File: config.mk
export PLATFORM = sky130hd
export DESIGN_NAME = hst_fifo
export DESIGN_NICKNAME = d
export VERILOG_FILES = /design/src/hst_pkg.sv /design/src/hst_fifo.sv
export SDC_FILE = /design/constraint.sdc
export NUM_CORES = 1
export LEC_CHECK = 0
export ABC_AREA = 1
export BUFFER_PORTS_ARGS = -buffer_cell sky130_fd_sc_hd__buf_2
export CAP_MARGIN = 20
export CORE_MARGIN = 2
export CORE_UTILIZATION = 31
export CTS_BUF_LIST = sky130_fd_sc_hd__clkbuf_8
export CTS_CLUSTER_SIZE = 8
export DETAILED_ROUTE_END_ITERATION = 8
export PLACE_DENSITY_LB_ADDON = 0.25
export SLEW_MARGIN = 20
export SYNTH_ARGS = -nofsm -noshare
export SYNTH_HDL_FRONTEND = slang
export SYNTH_SLANG_ARGS = --single-unit
File: constraint.sdc
create_clock -name clk -period 8.4 [get_ports clk]
set_input_delay 1.68 -clock clk [delete_from_list [all_inputs] [get_ports clk]]
set_output_delay 1.68 -clock clk [all_outputs]
set_load 0.02 [all_outputs]
File: src/hst_pkg.sv
// ----------------------------------------------------------------------------
// hst_pkg
// Types, state and event codes, and the per-character tokenizer step.
// ----------------------------------------------------------------------------
package hst_pkg;

  localparam int unsigned MaxEv = 6;
  localparam int unsigned FifoDepth = 4;
  localparam int unsigned MaxPasses = 5;

  // Event kinds
  localparam logic [3:0] K_TEXT = 4'd0;
  localparam logic [3:0] K_START = 4'd1;
  localparam logic [3:0] K_END = 4'd2;
  localparam logic [3:0] K_NAME = 4'd3;
  localparam logic [3:0] K_AOPEN = 4'd4;
  localparam logic [3:0] K_ANAME = 4'd5;
  localparam logic [3:0] K_AVAL = 4'd6;
  localparam logic [3:0] K_TCLOSE = 4'd7;
  localparam logic [3:0] K_COPEN = 4'd8;
  localparam logic [3:0] K_CCHAR = 4'd9;
  localparam logic [3:0] K_CCLOSE = 4'd10;
  localparam logic [3:0] K_EOF = 4'd11;
  localparam logic [3:0] K_ERR = 4'd12;

  // Parse errors
  localparam logic [4:0] E_NONE = 5'd0;
  localparam logic [4:0] E_NULL_DATA = 5'd1;
  localparam logic [4:0] E_UNK_NAMED = 5'd2;
  localparam logic [4:0] E_NO_DIGITS = 5'd3;
  localparam logic [4:0] E_NO_SEMI = 5'd4;
  localparam logic [4:0] E_NULL_REF = 5'd5;
  localparam logic [4:0] E_OUT_RANGE = 5'd6;
  localparam logic [4:0] E_SURR = 5'd7;
  localparam logic [4:0] E_NONCHAR = 5'd8;
  localparam logic [4:0] E_CTRL = 5'd9;
  localparam logic [4:0] E_QMARK = 5'd10;
  localparam logic [4:0] E_EOF_TNAME = 5'd11;
  localparam logic [4:0] E_BAD_TNAME = 5'd12;
  localparam logic [4:0] E_MISS_ETAG = 5'd13;
  localparam logic [4:0] E_NULL = 5'd14;
  localparam logic [4:0] E_EOF_TAG = 5'd15;
  localparam logic [4:0] E_SOLIDUS = 5'd16;
  localparam logic [4:0] E_EQ_ANAME = 5'd17;
  localparam logic [4:0] E_BAD_ANAME = 5'd18;
  localparam logic [4:0] E_MISS_AVAL = 5'd19;
  localparam logic [4:0] E_BAD_UQVAL = 5'd20;
  localparam logic [4:0] E_MISS_WS = 5'd21;
  localparam logic [4:0] E_BAD_COPEN = 5'd22;
  localparam logic [4:0] E_ABRUPT_C = 5'd23;
  localparam logic [4:0] E_EOF_COM = 5'd24;
  localparam logic [4:0] E_NESTED = 5'd25;
  localparam logic [4:0] E_BAD_CCLOSE = 5'd26;

  // Tokenizer states
  localparam logic [5:0] S_DATA = 6'd0;
  localparam logic [5:0] S_CREF = 6'd1;
  localparam logic [5:0] S_AMBIG = 6'd2;
  localparam logic [5:0] S_NREF = 6'd3;
  localparam logic [5:0] S_HEXS = 6'd4;
  localparam logic [5:0] S_DECS = 6'd5;
  localparam logic [5:0] S_HEX = 6'd6;
  localparam logic [5:0] S_DEC = 6'd7;
  localparam logic [5:0] S_TOPEN = 6'd8;
  localparam logic [5:0] S_ETOPEN = 6'd9;
  localparam logic [5:0] S_TNAME = 6'd10;
  localparam logic [5:0] S_SELFC = 6'd11;
  localparam logic [5:0] S_BAN = 6'd12;
  localparam logic [5:0] S_ANAME = 6'd13;
  localparam logic [5:0] S_AAN = 6'd14;
  localparam logic [5:0] S_BAV = 6'd15;
  localparam logic [5:0] S_AVDQ = 6'd16;
  localparam logic [5:0] S_AVSQ = 6'd17;
  localparam logic [5:0] S_AVUQ = 6'd18;
  localparam logic [5:0] S_AAVQ = 6'd19;
  localparam logic [5:0] S_MDO = 6'd20;
  localparam logic [5:0] S_MDOD = 6'd21;
  localparam logic [5:0] S_CSTART = 6'd22;
  localparam logic [5:0] S_CSD = 6'd23;
  localparam logic [5:0] S_COM = 6'd24;
  localparam logic [5:0] S_CLT = 6'd25;
  localparam logic [5:0] S_CLTB = 6'd26;
  localparam logic [5:0] S_CLTBD = 6'd27;
  localparam logic [5:0] S_CLTBDD = 6'd28;
  localparam logic [5:0] S_CED = 6'd29;
  localparam logic [5:0] S_CEND = 6'd30;
  localparam logic [5:0] S_CEB = 6'd31;
  localparam logic [5:0] S_BOGUS = 6'd32;
  localparam logic [5:0] S_NONE = 6'd63;

  // Reference prefix after "&#"
  localparam logic [1:0] P_NONE = 2'd0;
  localparam logic [1:0] P_LX = 2'd1;
  localparam logic [1:0] P_UX = 2'd2;

  localparam logic [20:0] MaxCp = 21'h10FFFF;
  localparam logic [20:0] SatCp = 21'h110000;
  localparam logic [20:0] Repl = 21'h00FFFD;

  typedef struct packed {
    logic [3:0]  kind;
    logic [20:0] ch;
    logic        sc;
    logic [4:0]  err;
  } ev_t;

  typedef struct packed {
    logic [2:0]        n;
    ev_t [MaxEv-1:0]   e;
  } ev_list_t;

  typedef struct packed {
    logic [5:0]  st;
    logic [5:0]  rs;
    logic [20:0] acc;
    logic [1:0]  pfx;
    logic        again;
    ev_list_t    l;
  } ctx_t;

  function automatic ev_list_t ev_put(ev_list_t l, logic [3:0] k, logic [20:0] c,
                                      logic sc, logic [4:0] err);
    ev_list_t r;
    r = l;
    if (l.n < 3'(MaxEv)) begin
      r.e[l.n] = '{kind: k, ch: c, sc: sc, err: err};
      r.n = l.n + 3'd1;
    end
    return r;
  endfunction

  function automatic logic is_c(logic [20:0] cp, logic eof, logic [7:0] a);
    return !eof && (cp == {13'd0, a});
  endfunction

  function automatic logic in_rng(logic [20:0] cp, logic eof, logic [7:0] lo,
                                  logic [7:0] hi);
    return !eof && (cp >= {13'd0, lo}) && (cp <= {13'd0, hi});
  endfunction

  function automatic logic is_ws(logic [20:0] cp, logic eof);
    return is_c(cp, eof, 8'h09) || is_c(cp, eof, 8'h0A) || is_c(cp, eof, 8'h0C) ||
           is_c(cp, eof, 8'h0D) || is_c(cp, eof, 8'h20);
  endfunction

  function automatic logic is_upper(logic [20:0] cp, logic eof);
    return in_rng(cp, eof, 8'h41, 8'h5A);
  endfunction

  function automatic logic is_digit(logic [20:0] cp, logic eof);
    return in_rng(cp, eof, 8'h30, 8'h39);
  endfunction

  function automatic logic is_alpha(logic [20:0] cp, logic eof);
    return is_upper(cp, eof) || in_rng(cp, eof, 8'h61, 8'h7A);
  endfunction

  function automatic logic is_hex(logic [20:0] cp, logic eof);
    return is_digit(cp, eof) || in_rng(cp, eof, 8'h41, 8'h46) ||
           in_rng(cp, eof, 8'h61, 8'h66);
  endfunction

  // Windows-1252 remap of C1 controls, zero where there is no entry
  function automatic logic [15:0] c1_map(logic [4:0] i);
    logic [15:0] r;
    unique case (i)
      5'd0:  r = 16'h20AC;
      5'd2:  r = 16'h201A;
      5'd3:  r = 16'h0192;
      5'd4:  r = 16'h201E;
      5'd5:  r = 16'h2026;
      5'd6:  r = 16'h2020;
      5'd7:  r = 16'h2021;
      5'd8:  r = 16'h02C6;
      5'd9:  r = 16'h2030;
      5'd10: r = 16'h0160;
      5'd11: r = 16'h2039;
      5'd12: r = 16'h0152;
      5'd14: r = 16'h017D;
      5'd17: r = 16'h2018;
      5'd18: r = 16'h2019;
      5'd19: r = 16'h201C;
      5'd20: r = 16'h201D;
      5'd21: r = 16'h2022;
      5'd22: r = 16'h2013;
      5'd23: r = 16'h2014;
      5'd24: r = 16'h02DC;
      5'd25: r = 16'h2122;
      5'd26: r = 16'h0161;
      5'd27: r = 16'h203A;
      5'd28: r = 16'h0153;
      5'd30: r = 16'h017E;
      5'd31: r = 16'h0178;
      default: r = 16'h0000;
    endcase
    return r;
  endfunction

  function automatic logic in_attr(logic [5:0] rs);
    return (rs == S_AVDQ) || (rs == S_AVSQ) || (rs == S_AVUQ);
  endfunction

  function automatic logic [5:0] back_st(logic [5:0] rs);
    return in_attr(rs) ? rs : S_DATA;
  endfunction

  function automatic ev_list_t refch(ev_list_t l, logic [5:0] rs, logic [20:0] c);
    return ev_put(l, in_attr(rs) ? K_AVAL : K_TEXT, c, 1'b0, E_NONE);
  endfunction

  function automatic ev_list_t perr(ev_list_t l, logic [4:0] e);
    return ev_put(l, K_ERR, 21'd0, 1'b0, e);
  endfunction

  // End of a numeric reference: checks, replacement, emitted character
  function automatic ev_list_t num_end(ev_list_t l, logic [5:0] rs, logic [20:0] acc);
    ev_list_t    r;
    logic [20:0] v;
    logic        ctl;
    logic [15:0] m;
    r = l;
    v = acc;
    ctl = (v <= 21'h1F) || ((v >= 21'h7F) && (v <= 21'h9F));
    m = c1_map(v[4:0]);
    if (v == 21'd0) begin
      r = perr(r, E_NULL_REF);
      v = Repl;
    end else if (v > MaxCp) begin
      r = perr(r, E_OUT_RANGE);
      v = Repl;
    end else if ((v >= 21'hD800) && (v <= 21'hDFFF)) begin
      r = perr(r, E_SURR);
      v = Repl;
    end else if (((v >= 21'hFDD0) && (v <= 21'hFDEF)) || (v[15:1] == 15'h7FFF)) begin
      r = perr(r, E_NONCHAR);
    end else if ((v == 21'h0D) || (ctl && !is_ws(v, 1'b0))) begin
      r = perr(r, E_CTRL);
      if ((v >= 21'h80) && (v <= 21'h9F) && (m != 16'd0)) v = {5'd0, m};
    end
    return refch(r, rs, v);
  endfunction

  function automatic logic [20:0] acc_push(logic [20:0] a, logic hex, logic [3:0] d);
    logic [25:0] t;
    t = hex ? {1'b0, a, 4'd0} : ({4'd0, a, 1'b0} + {2'd0, a, 3'd0});
    t = t + {22'd0, d};
    if (a > MaxCp || t > {5'd0, MaxCp}) return SatCp;
    return t[20:0];
  endfunction

  // One pass of the state machine over one character
  function automatic ctx_t fsm_step(ctx_t s, logic [20:0] cp, logic eof);
    ctx_t        r;
    logic [20:0] lc;
    logic [3:0]  hv;
    r = s;
    r.again = 1'b0;
    lc = cp + 21'd32;
    hv = is_digit(cp, eof) ? cp[3:0] : cp[3:0] + 4'd9;
    unique case (s.st)
      S_CREF: begin
        if (is_alpha(cp, eof) || is_digit(cp, eof)) begin
          r.l = refch(r.l, s.rs, 21'h26); r.st = S_AMBIG; r.again = 1'b1;
        end else if (is_c(cp, eof, 8'h23)) begin
          r.pfx = P_NONE; r.st = S_NREF;
        end else begin
          r.l = refch(r.l, s.rs, 21'h26); r.st = back_st(s.rs); r.again = 1'b1;
        end
      end
      S_AMBIG: begin
        if (is_alpha(cp, eof) || is_digit(cp, eof)) r.l = refch(r.l, s.rs, cp);
        else begin
          if (is_c(cp, eof, 8'h3B)) r.l = perr(r.l, E_UNK_NAMED);
          r.st = back_st(s.rs); r.again = 1'b1;
        end
      end
      S_NREF: begin
        r.acc = 21'd0;
        if (is_c(cp, eof, 8'h78)) begin
          r.pfx = P_LX; r.st = S_HEXS;
        end else if (is_c(cp, eof, 8'h58)) begin
          r.pfx = P_UX; r.st = S_HEXS;
        end else begin
          r.st = S_DECS; r.again = 1'b1;
        end
      end
      S_HEXS, S_DECS: begin
        if ((s.st == S_HEXS) ? is_hex(cp, eof) : is_digit(cp, eof)) begin
          r.st = (s.st == S_HEXS) ? S_HEX : S_DEC; r.again = 1'b1;
        end else begin
          r.l = perr(r.l, E_NO_DIGITS);
          r.l = refch(r.l, s.rs, 21'h26);
          r.l = refch(r.l, s.rs, 21'h23);
          if (s.pfx == P_LX) r.l = refch(r.l, s.rs, 21'h78);
          else if (s.pfx == P_UX) r.l = refch(r.l, s.rs, 21'h58);
          r.st = back_st(s.rs); r.again = 1'b1;
        end
      end
      S_HEX, S_DEC: begin
        if (s.st == S_HEX && is_hex(cp, eof)) r.acc = acc_push(s.acc, 1'b1, hv);
        else if (s.st == S_DEC && is_digit(cp, eof)) r.acc = acc_push(s.acc, 1'b0, cp[3:0]);
        else if (is_c(cp, eof, 8'h3B)) begin
          r.l = num_end(r.l, s.rs, s.acc); r.st = back_st(s.rs);
        end else begin
          r.l = perr(r.l, E_NO_SEMI);
          r.l = num_end(r.l, s.rs, s.acc);
          r.st = back_st(s.rs); r.again = 1'b1;
        end
      end
      S_TOPEN: begin
        if (is_c(cp, eof, 8'h21)) r.st = S_MDO;
        else if (is_c(cp, eof, 8'h2F)) r.st = S_ETOPEN;
        else if (is_alpha(cp, eof)) begin
          r.l = ev_put(r.l, K_START, 21'd0, 1'b0, E_NONE); r.st = S_TNAME; r.again = 1'b1;
        end else if (is_c(cp, eof, 8'h3F)) begin
          r.l = perr(r.l, E_QMARK);
          r.l = ev_put(r.l, K_COPEN, 21'd0, 1'b0, E_NONE);
          r.st = S_BOGUS; r.again = 1'b1;
        end else if (eof) begin
          r.l = perr(r.l, E_EOF_TNAME);
          r.l = ev_put(r.l, K_TEXT, 21'h3C, 1'b0, E_NONE);
          r.l = ev_put(r.l, K_EOF, 21'd0, 1'b0, E_NONE);
        end else begin
          r.l = perr(r.l, E_BAD_TNAME);
          r.l = ev_put(r.l, K_TEXT, 21'h3C, 1'b0, E_NONE);
          r.st = S_DATA; r.again = 1'b1;
        end
      end
      S_ETOPEN: begin
        if (is_alpha(cp, eof)) begin
          r.l = ev_put(r.l, K_END, 21'd0, 1'b0, E_NONE); r.st = S_TNAME; r.again = 1'b1;
        end else if (is_c(cp, eof, 8'h3E)) begin
          r.l = perr(r.l, E_MISS_ETAG); r.st = S_DATA;
        end else if (eof) begin
          r.l = perr(r.l, E_EOF_TNAME);
          r.l = ev_put(r.l, K_TEXT, 21'h3C, 1'b0, E_NONE);
          r.l = ev_put(r.l, K_TEXT, 21'h2F, 1'b0, E_NONE);
          r.l = ev_put(r.l, K_EOF, 21'd0, 1'b0, E_NONE);
        end else begin
          r.l = perr(r.l, E_BAD_TNAME);
          r.l = ev_put(r.l, K_COPEN, 21'd0, 1'b0, E_NONE);
          r.st = S_BOGUS; r.again = 1'b1;
        end
      end
      S_TNAME: begin
        if (is_ws(cp, eof)) r.st = S_BAN;
        else if (is_c(cp, eof, 8'h2F)) r.st = S_SELFC;
        else if (is_c(cp, eof, 8'h3E)) begin
          r.l = ev_put(r.l, K_TCLOSE, 21'd0, 1'b0, E_NONE); r.st = S_DATA;
        end else if (is_upper(cp, eof)) r.l = ev_put(r.l, K_NAME, lc, 1'b0, E_NONE);
        else if (is_c(cp, eof, 8'h00)) begin
          r.l = perr(r.l, E_NULL); r.l = ev_put(r.l, K_NAME, Repl, 1'b0, E_NONE);
        end else if (eof) begin
          r.l = perr(r.l, E_EOF_TAG); r.l = ev_put(r.l, K_EOF, 21'd0, 1'b0, E_NONE);
        end else r.l = ev_put(r.l, K_NAME, cp, 1'b0, E_NONE);
      end
      S_SELFC: begin
        if (is_c(cp, eof, 8'h3E)) begin
          r.l = ev_put(r.l, K_TCLOSE, 21'd0, 1'b1, E_NONE); r.st = S_DATA;
        end else if (eof) begin
          r.l = perr(r.l, E_EOF_TAG); r.l = ev_put(r.l, K_EOF, 21'd0, 1'b0, E_NONE);
        end else begin
          r.l = perr(r.l, E_SOLIDUS); r.st = S_BAN; r.again = 1'b1;
        end
      end
      S_BAN: begin
        if (is_ws(cp, eof)) r.st = S_BAN;
        else if (is_c(cp, eof, 8'h2F) || is_c(cp, eof, 8'h3E) || eof) begin
          r.st = S_AAN; r.again = 1'b1;
        end else if (is_c(cp, eof, 8'h3D)) begin
          r.l = perr(r.l, E_EQ_ANAME);
          r.l = ev_put(r.l, K_AOPEN, 21'd0, 1'b0, E_NONE);
          r.l = ev_put(r.l, K_ANAME, cp, 1'b0, E_NONE);
          r.st = S_ANAME;
        end else begin
          r.l = ev_put(r.l, K_AOPEN, 21'd0, 1'b0, E_NONE); r.st = S_ANAME; r.again = 1'b1;
        end
      end
      S_ANAME: begin
        if (is_ws(cp, eof) || is_c(cp, eof, 8'h2F) || is_c(cp, eof, 8'h3E) || eof) begin
          r.st = S_AAN; r.again = 1'b1;
        end else if (is_c(cp, eof, 8'h3D)) r.st = S_BAV;
        else if (is_upper(cp, eof)) r.l = ev_put(r.l, K_ANAME, lc, 1'b0, E_NONE);
        else if (is_c(cp, eof, 8'h00)) begin
          r.l = perr(r.l, E_NULL); r.l = ev_put(r.l, K_ANAME, Repl, 1'b0, E_NONE);
        end else begin
          if (is_c(cp, eof, 8'h22) || is_c(cp, eof, 8'h27) || is_c(cp, eof, 8'h3C))
            r.l = perr(r.l, E_BAD_ANAME);
          r.l = ev_put(r.l, K_ANAME, cp, 1'b0, E_NONE);
        end
      end
      S_AAN: begin
        if (is_ws(cp, eof)) r.st = S_AAN;
        else if (is_c(cp, eof, 8'h2F)) r.st = S_SELFC;
        else if (is_c(cp, eof, 8'h3D)) r.st = S_BAV;
        else if (is_c(cp, eof, 8'h3E)) begin
          r.l = ev_put(r.l, K_TCLOSE, 21'd0, 1'b0, E_NONE); r.st = S_DATA;
        end else if (eof) begin
          r.l = perr(r.l, E_EOF_TAG); r.l = ev_put(r.l, K_EOF, 21'd0, 1'b0, E_NONE);
        end else begin
          r.l = ev_put(r.l, K_AOPEN, 21'd0, 1'b0, E_NONE); r.st = S_ANAME; r.again = 1'b1;
        end
      end
      S_BAV: begin
        if (is_ws(cp, eof)) r.st = S_BAV;
        else if (is_c(cp, eof, 8'h22)) r.st = S_AVDQ;
        else if (is_c(cp, eof, 8'h27)) r.st = S_AVSQ;
        else if (is_c(cp, eof, 8'h3E)) begin
          r.l = perr(r.l, E_MISS_AVAL);
          r.l = ev_put(r.l, K_TCLOSE, 21'd0, 1'b0, E_NONE);
          r.st = S_DATA;
        end else begin
          r.st = S_AVUQ; r.again = 1'b1;
        end
      end
      S_AVDQ, S_AVSQ: begin
        if (is_c(cp, eof, (s.st == S_AVDQ) ? 8'h22 : 8'h27)) r.st = S_AAVQ;
        else if (is_c(cp, eof, 8'h26)) begin
          r.rs = s.st; r.st = S_CREF;
        end else if (is_c(cp, eof, 8'h00)) begin
          r.l = perr(r.l, E_NULL); r.l = ev_put(r.l, K_AVAL, Repl, 1'b0, E_NONE);
        end else if (eof) begin
          r.l = perr(r.l, E_EOF_TAG); r.l = ev_put(r.l, K_EOF, 21'd0, 1'b0, E_NONE);
        end else r.l = ev_put(r.l, K_AVAL, cp, 1'b0, E_NONE);
      end
      S_AVUQ: begin
        if (is_ws(cp, eof)) r.st = S_BAN;
        else if (is_c(cp, eof, 8'h26)) begin
          r.rs = S_AVUQ; r.st = S_CREF;
        end else if (is_c(cp, eof, 8'h3E)) begin
          r.l = ev_put(r.l, K_TCLOSE, 21'd0, 1'b0, E_NONE); r.st = S_DATA;
        end else if (is_c(cp, eof, 8'h00)) begin
          r.l = perr(r.l, E_NULL); r.l = ev_put(r.l, K_AVAL, Repl, 1'b0, E_NONE);
        end else if (is_c(cp, eof, 8'h22) || is_c(cp, eof, 8'h27) || is_c(cp, eof, 8'h3C) ||
                     is_c(cp, eof, 8'h3D) || is_c(cp, eof, 8'h60)) begin
          r.l = perr(r.l, E_BAD_UQVAL); r.l = ev_put(r.l, K_AVAL, cp, 1'b0, E_NONE);
        end else if (eof) begin
          r.l = perr(r.l, E_EOF_TAG); r.l = ev_put(r.l, K_EOF, 21'd0, 1'b0, E_NONE);
        end else r.l = ev_put(r.l, K_AVAL, cp, 1'b0, E_NONE);
      end
      S_AAVQ: begin
        if (is_ws(cp, eof)) r.st = S_BAN;
        else if (is_c(cp, eof, 8'h2F)) r.st = S_SELFC;
        else if (is_c(cp, eof, 8'h3E)) begin
          r.l = ev_put(r.l, K_TCLOSE, 21'd0, 1'b0, E_NONE); r.st = S_DATA;
        end else if (eof) begin
          r.l = perr(r.l, E_EOF_TAG); r.l = ev_put(r.l, K_EOF, 21'd0, 1'b0, E_NONE);
        end else begin
          r.l = perr(r.l, E_MISS_WS); r.st = S_BAN; r.again = 1'b1;
        end
      end
      S_MDO: begin
        if (is_c(cp, eof, 8'h2D)) r.st = S_MDOD;
        else begin
          r.l = perr(r.l, E_BAD_COPEN);
          r.l = ev_put(r.l, K_COPEN, 21'd0, 1'b0, E_NONE);
          r.st = S_BOGUS; r.again = 1'b1;
        end
      end
      S_MDOD: begin
        if (is_c(cp, eof, 8'h2D)) begin
          r.l = ev_put(r.l, K_COPEN, 21'd0, 1'b0, E_NONE); r.st = S_CSTART;
        end else begin
          r.l = perr(r.l, E_BAD_COPEN);
          r.l = ev_put(r.l, K_COPEN, 21'd0, 1'b0, E_NONE);
          r.l = ev_put(r.l, K_CCHAR, 21'h2D, 1'b0, E_NONE);
          r.st = S_BOGUS; r.again = 1'b1;
        end
      end
      S_CSTART: begin
        if (is_c(cp, eof, 8'h2D)) r.st = S_CSD;
        else if (is_c(cp, eof, 8'h3E)) begin
          r.l = perr(r.l, E_ABRUPT_C);
          r.l = ev_put(r.l, K_CCLOSE, 21'd0, 1'b0, E_NONE);
          r.st = S_DATA;
        end else begin
          r.st = S_COM; r.again = 1'b1;
        end
      end
      S_CSD: begin
        if (is_c(cp, eof, 8'h2D)) r.st = S_CEND;
        else if (is_c(cp, eof, 8'h3E)) begin
          r.l = perr(r.l, E_ABRUPT_C);
          r.l = ev_put(r.l, K_CCLOSE, 21'd0, 1'b0, E_NONE);
          r.st = S_DATA;
        end else if (eof) begin
          r.l = perr(r.l, E_EOF_COM);
          r.l = ev_put(r.l, K_CCLOSE, 21'd0, 1'b0, E_NONE);
          r.l = ev_put(r.l, K_EOF, 21'd0, 1'b0, E_NONE);
        end else begin
          r.l = ev_put(r.l, K_CCHAR, 21'h2D, 1'b0, E_NONE); r.st = S_COM; r.again = 1'b1;
        end
      end
      S_COM: begin
        if (is_c(cp, eof, 8'h3C)) begin
          r.l = ev_put(r.l, K_CCHAR, cp, 1'b0, E_NONE); r.st = S_CLT;
        end else if (is_c(cp, eof, 8'h2D)) r.st = S_CED;
        else if (is_c(cp, eof, 8'h00)) begin
          r.l = perr(r.l, E_NULL); r.l = ev_put(r.l, K_CCHAR, Repl, 1'b0, E_NONE);
        end else if (eof) begin
          r.l = perr(r.l, E_EOF_COM);
          r.l = ev_put(r.l, K_CCLOSE, 21'd0, 1'b0, E_NONE);
          r.l = ev_put(r.l, K_EOF, 21'd0, 1'b0, E_NONE);
        end else r.l = ev_put(r.l, K_CCHAR, cp, 1'b0, E_NONE);
      end
      S_CLT: begin
        if (is_c(cp, eof, 8'h21)) begin
          r.l = ev_put(r.l, K_CCHAR, cp, 1'b0, E_NONE); r.st = S_CLTB;
        end else if (is_c(cp, eof, 8'h3C)) r.l = ev_put(r.l, K_CCHAR, cp, 1'b0, E_NONE);
        else begin
          r.st = S_COM; r.again = 1'b1;
        end
      end
      S_CLTB: begin
        if (is_c(cp, eof, 8'h2D)) r.st = S_CLTBD;
        else begin
          r.st = S_COM; r.again = 1'b1;
        end
      end
      S_CLTBD: begin
        if (is_c(cp, eof, 8'h2D)) r.st = S_CLTBDD;
        else begin
          r.st = S_CED; r.again = 1'b1;
        end
      end
      S_CLTBDD: begin
        if (!is_c(cp, eof, 8'h3E) && !eof) r.l = perr(r.l, E_NESTED);
        r.st = S_CEND; r.again = 1'b1;
      end
      S_CED: begin
        if (is_c(cp, eof, 8'h2D)) r.st = S_CEND;
        else if (eof) begin
          r.l = perr(r.l, E_EOF_COM);
          r.l = ev_put(r.l, K_CCLOSE, 21'd0, 1'b0, E_NONE);
          r.l = ev_put(r.l, K_EOF, 21'd0, 1'b0, E_NONE);
        end else begin
          r.l = ev_put(r.l, K_CCHAR, 21'h2D, 1'b0, E_NONE); r.st = S_COM; r.again = 1'b1;
        end
      end
      S_CEND: begin
        if (is_c(cp, eof, 8'h3E)) begin
          r.l = ev_put(r.l, K_CCLOSE, 21'd0, 1'b0, E_NONE); r.st = S_DATA;
        end else if (is_c(cp, eof, 8'h21)) r.st = S_CEB;
        else if (is_c(cp, eof, 8'h2D)) r.l = ev_put(r.l, K_CCHAR, 21'h2D, 1'b0, E_NONE);
        else if (eof) begin
          r.l = perr(r.l, E_EOF_COM);
          r.l = ev_put(r.l, K_CCLOSE, 21'd0, 1'b0, E_NONE);
          r.l = ev_put(r.l, K_EOF, 21'd0, 1'b0, E_NONE);
        end else begin
          r.l = ev_put(r.l, K_CCHAR, 21'h2D, 1'b0, E_NONE);
          r.l = ev_put(r.l, K_CCHAR, 21'h2D, 1'b0, E_NONE);
          r.st = S_COM; r.again = 1'b1;
        end
      end
      S_CEB: begin
        if (is_c(cp, eof, 8'h3E)) begin
          r.l = perr(r.l, E_BAD_CCLOSE);
          r.l = ev_put(r.l, K_CCLOSE, 21'd0, 1'b0, E_NONE);
          r.st = S_DATA;
        end else if (eof) begin
          r.l = perr(r.l, E_EOF_COM);
          r.l = ev_put(r.l, K_CCLOSE, 21'd0, 1'b0, E_NONE);
          r.l = ev_put(r.l, K_EOF, 21'd0, 1'b0, E_NONE);
        end else begin
          r.l = ev_put(r.l, K_CCHAR, 21'h2D, 1'b0, E_NONE);
          r.l = ev_put(r.l, K_CCHAR, 21'h2D, 1'b0, E_NONE);
          r.l = ev_put(r.l, K_CCHAR, 21'h21, 1'b0, E_NONE);
          if (is_c(cp, eof, 8'h2D)) r.st = S_CED;
          else begin
            r.st = S_COM; r.again = 1'b1;
          end
        end
      end
      S_BOGUS: begin
        if (is_c(cp, eof, 8'h3E)) begin
          r.l = ev_put(r.l, K_CCLOSE, 21'd0, 1'b0, E_NONE); r.st = S_DATA;
        end else if (eof) begin
          r.l = ev_put(r.l, K_CCLOSE, 21'd0, 1'b0, E_NONE);
          r.l = ev_put(r.l, K_EOF, 21'd0, 1'b0, E_NONE);
        end else if (is_c(cp, eof, 8'h00)) begin
          r.l = perr(r.l, E_NULL); r.l = ev_put(r.l, K_CCHAR, Repl, 1'b0, E_NONE);
        end else r.l = ev_put(r.l, K_CCHAR, cp, 1'b0, E_NONE);
      end
      default: begin
        // data state, and any unused code falls back to it
        r.st = S_DATA;
        if (is_c(cp, eof, 8'h26)) begin
          r.rs = S_DATA; r.st = S_CREF;
        end else if (is_c(cp, eof, 8'h3C)) r.st = S_TOPEN;
        else if (is_c(cp, eof, 8'h00)) begin
          r.l = perr(r.l, E_NULL_DATA); r.l = ev_put(r.l, K_TEXT, 21'd0, 1'b0, E_NONE);
        end else if (eof) r.l = ev_put(r.l, K_EOF, 21'd0, 1'b0, E_NONE);
        else r.l = ev_put(r.l, K_TEXT, cp, 1'b0, E_NONE);
      end
    endcase
    return r;
  endfunction

endpackage

File: src/hst_fifo.sv
// ----------------------------------------------------------------------------
// hst_fifo
// Short queue of per-character event entries between front and back.
// ----------------------------------------------------------------------------
module hst_fifo (
  input  logic                clk,
  input  logic                rst,
  input  logic                push,
  input  hst_pkg::ev_list_t   push_entry,
  input  logic                pop,
  output logic                full,
  output logic                empty,
  output hst_pkg::ev_list_t   head
);

  localparam int unsigned AW = $clog2(hst_pkg::FifoDepth);

  hst_pkg::ev_list_t        mem [hst_pkg::FifoDepth];
  logic [AW-1:0]            wr_ptr;
  logic [AW-1:0]            rd_ptr;
  logic [AW:0]              count;

  assign full = (count == (AW+1)'(hst_pkg::FifoDepth));
  assign empty = (count == '0);
  assign head = mem[rd_ptr];

  always_ff @(posedge clk) begin
    if (push) mem[wr_ptr] <= push_entry;
  end

  always_ff @(posedge clk) begin
    if (rst) begin
      wr_ptr <= '0;
      rd_ptr <= '0;
      count <= '0;
    end else begin
      if (push) wr_ptr <= wr_ptr + 1'b1;
      if (pop) rd_ptr <= rd_ptr + 1'b1;
      if (push && !pop) count <= count + 1'b1;
      else if (pop && !push) count <= count - 1'b1;
    end
  end

endmodule

==> out/qor.csv <==
metric,value,unit
status,completed,
CP max FO,155,
IO Port Bufs,383,
boundary pin count,384,
Finish-stage setup viols,0,
initial DRC count,1079,
WL per Instance,19.6,um
Max Cap Viol,0,
CP required,6720,ps
clk slew on worst S/H paths,50,ps
clk_lat worst skew,790,ps
Die ar.,0.0942,sq mm
CTS Buffer Depth,3,
Setup CP Type,register to output pin,
largest stage delay on the critical path,670,ps
most frequent cells in the layout,"756 x edfxtp_1, 384 x nor2_1, 383 x buf_2, 335 x o21ai_0, 189 x o22ai_1",
Final Hold Fails,0,
CTS tree,yes,
DR pass1 iterations,5,
synthesized area,0.0284,sq mm
minimum clock period,5290,ps
Final Core Density,0.369,
# rows,111,
Crit path buffers/inverters,3,
largest net degree at the start of global routing,181,
drc violations,0,
hold crit path type,register to register,
nets,2489,
antenna violations before repair,27,
Die Height,307,um
syn_area_per_cell,15.1,sq um
initial core utilization,0.312,
Vias,17195,
FILL cells,8678,
remaining antenna violation count,0,
vias in the first global route,17675,
pwr/cell area,244,mW/mm^2
CP top delay family,buffers and inverters,
RSZ-0062 raised after global routing,false,
maximum VDD drop,0.000121,V
first-pass GRT wire length,105000,um
Pleak,11.6,nW
syn nets,2084,
synthesis-stage register bit count,765,
post-CTS setup buffer count,0,
post-DR vias/cell,4.79,
GRT overflow,0,
pins over their slew limit,0,
P&R area growth vs syn,18.3,%
most used routing layer,met2,
post-synthesis cell type count,23,
Resized Gates After CTS,0,
crit path capture type,output pin,
Synthesis Warnings,0,
Setup TNS Final,0,ps
met3 GRT Util,0.0542,
clock root cell,clkbuf_8,
gpl congestion,0.718,
DIE WIDTH,307,um
Global Route Usage Sum,0.147,
Startpoint Class,register,
"most common cell after layout, fill and taps aside",edfxtp_1,
crit share post-route,0.630,
Hold Buf Count CTS,0,
Max H-tree Level,4,
Post-DP HPWL,37100,um
final WL,70300,um
met2 global-route usage,0.240,
layout cell share with drive strength beyond 1,0.233,
clk sink count,765,
Slowest cell on crit path,dfxtp_4,
met1 Use GR,0.176,
crit path cell chain,clkinv_8 > buf_12 > o21ai_0 > o22ai_1 > buf_2,
max frequency,189,MHz
CTS buffer count,131,
gate count after technology mapping,1885,
CP arrival,3610,ps
core area,0.0912,sq mm
sequential element share of the synthesized area,0.805,
clock skew,39.3,ps
Rel. slew slack,0.211,
Slew @ Worst Pin,1180,ps
==> worst paths after layout <==
check / start / slack, ps / cells after the start / to
setup / recovery: register / 3110 / 5 / head[183]
hold / removal: rd_ptr[1] / 480 / 1 / register
setup reg to reg: wr_ptr[0] / 5810 / 5 / mem[0][146]
hold reg to reg: rd_ptr[1] / 480 / 1 / register
==> logic make-up (layout without fill, tap and decap cells) <==
group                      count (synthesis)  count (layout)  synth area share
DFF                                      765             765             0.805
AOI/OAI and AO/OA                        575             575             0.110
and+or+nand+nor                          397             397            0.0526
buffers and inverters                    141             646            0.0300
adders and majority gates                  6               6           0.00290
xor gates and xnor gates                   1               1          0.000308
other                                      0              15                 0
==> sequential cells by signal, summed over array words and instances (netlist names), named ones only <==
| register | flops |
|---|---|
| count | 3 |
| mem | 756 |
| rd_ptr | 2 |
| wr_ptr | 2 |
==> worst reg2reg max path, delay by kind of cell (launching register included) <==
family / cells / cell delay [ps]
flip-flops: 1 / 330
AND/OR/NAND/NOR: 1 / 120
adder cells (fa/ha/maj): 1 / 160
buffers and inverters: 3 / 1420
==> layout make-up <==
class	instances	area [sq um]	share of cell area
antenna	15	37.5	0.00112
tap	1186	1480	0.0441
clock buffer	131	1800	0.0536
multi-input combinational	979	4700	0.140
inverter	17	114	0.00339
timing repair buffer	396	2120	0.0631
clock inverter	102	483	0.0144
sequential	765	22900	0.681
==> per-layer routing <==
metal | routed length [um] | vias up | part of all wire
met5 | 188 | - | 0.0027
met4 | 1640 | 30 | 0.023
met3 | 5360 | 152 | 0.076
met2 | 33600 | 465 | 0.48
met1 | 29500 | 8535 | 0.42
li1 | - | 8013 | -
==> cells in the mapped netlist (all sizes together) <==
master / instances / area [sq um]
fa: 1 / 20.0
nor2: 384 / 1440
nand2: 9 / 33.8
o21ai: 383 / 1920
buf: 58 / 536
xor2: 1 / 8.76
nand3: 1 / 5.00
ha: 5 / 62.6
a21oi: 3 / 15.0
clkbuf: 66 / 248
edfxtp: 756 / 22700
nand4: 1 / 6.26
nor3: 2 / 10.0
dfxtp: 9 / 180
inv: 17 / 71.3
o22ai: 189 / 1180
==> power breakdown <==
group / internal [W] / total (W) / switching (W)
Clock: 0.00147 / 0.00296 / 0.00149
Combinational: 0.000233 / 0.000846 / 0.000613
Sequential: 0.00437 / 0.00441 / 0.0000398
==> per-stage QoR <==
stage | hold WS, ps | instance area, sq um | setup slack (ps) | cells | total power [W]
3_5_place_dp | 480 | 31300 | 3940 | 3342 | 0.00535
3_3_place_gp | 485 | 31300 | 3960 | 3342 | 0.00533
6_report | 476 | 33600 | 3110 | 3591 | 0.00821
5_1_grt | 505 | 33600 | 3010 | 3585 | 0.00857
4_1_cts | 497 | 33600 | 3040 | 3575 | 0.00836
2_1_floorplan | 412 | 28400 | 2520 | 1885 | 0.00502
Note: power is estimated with default switching activity, not from simulation.
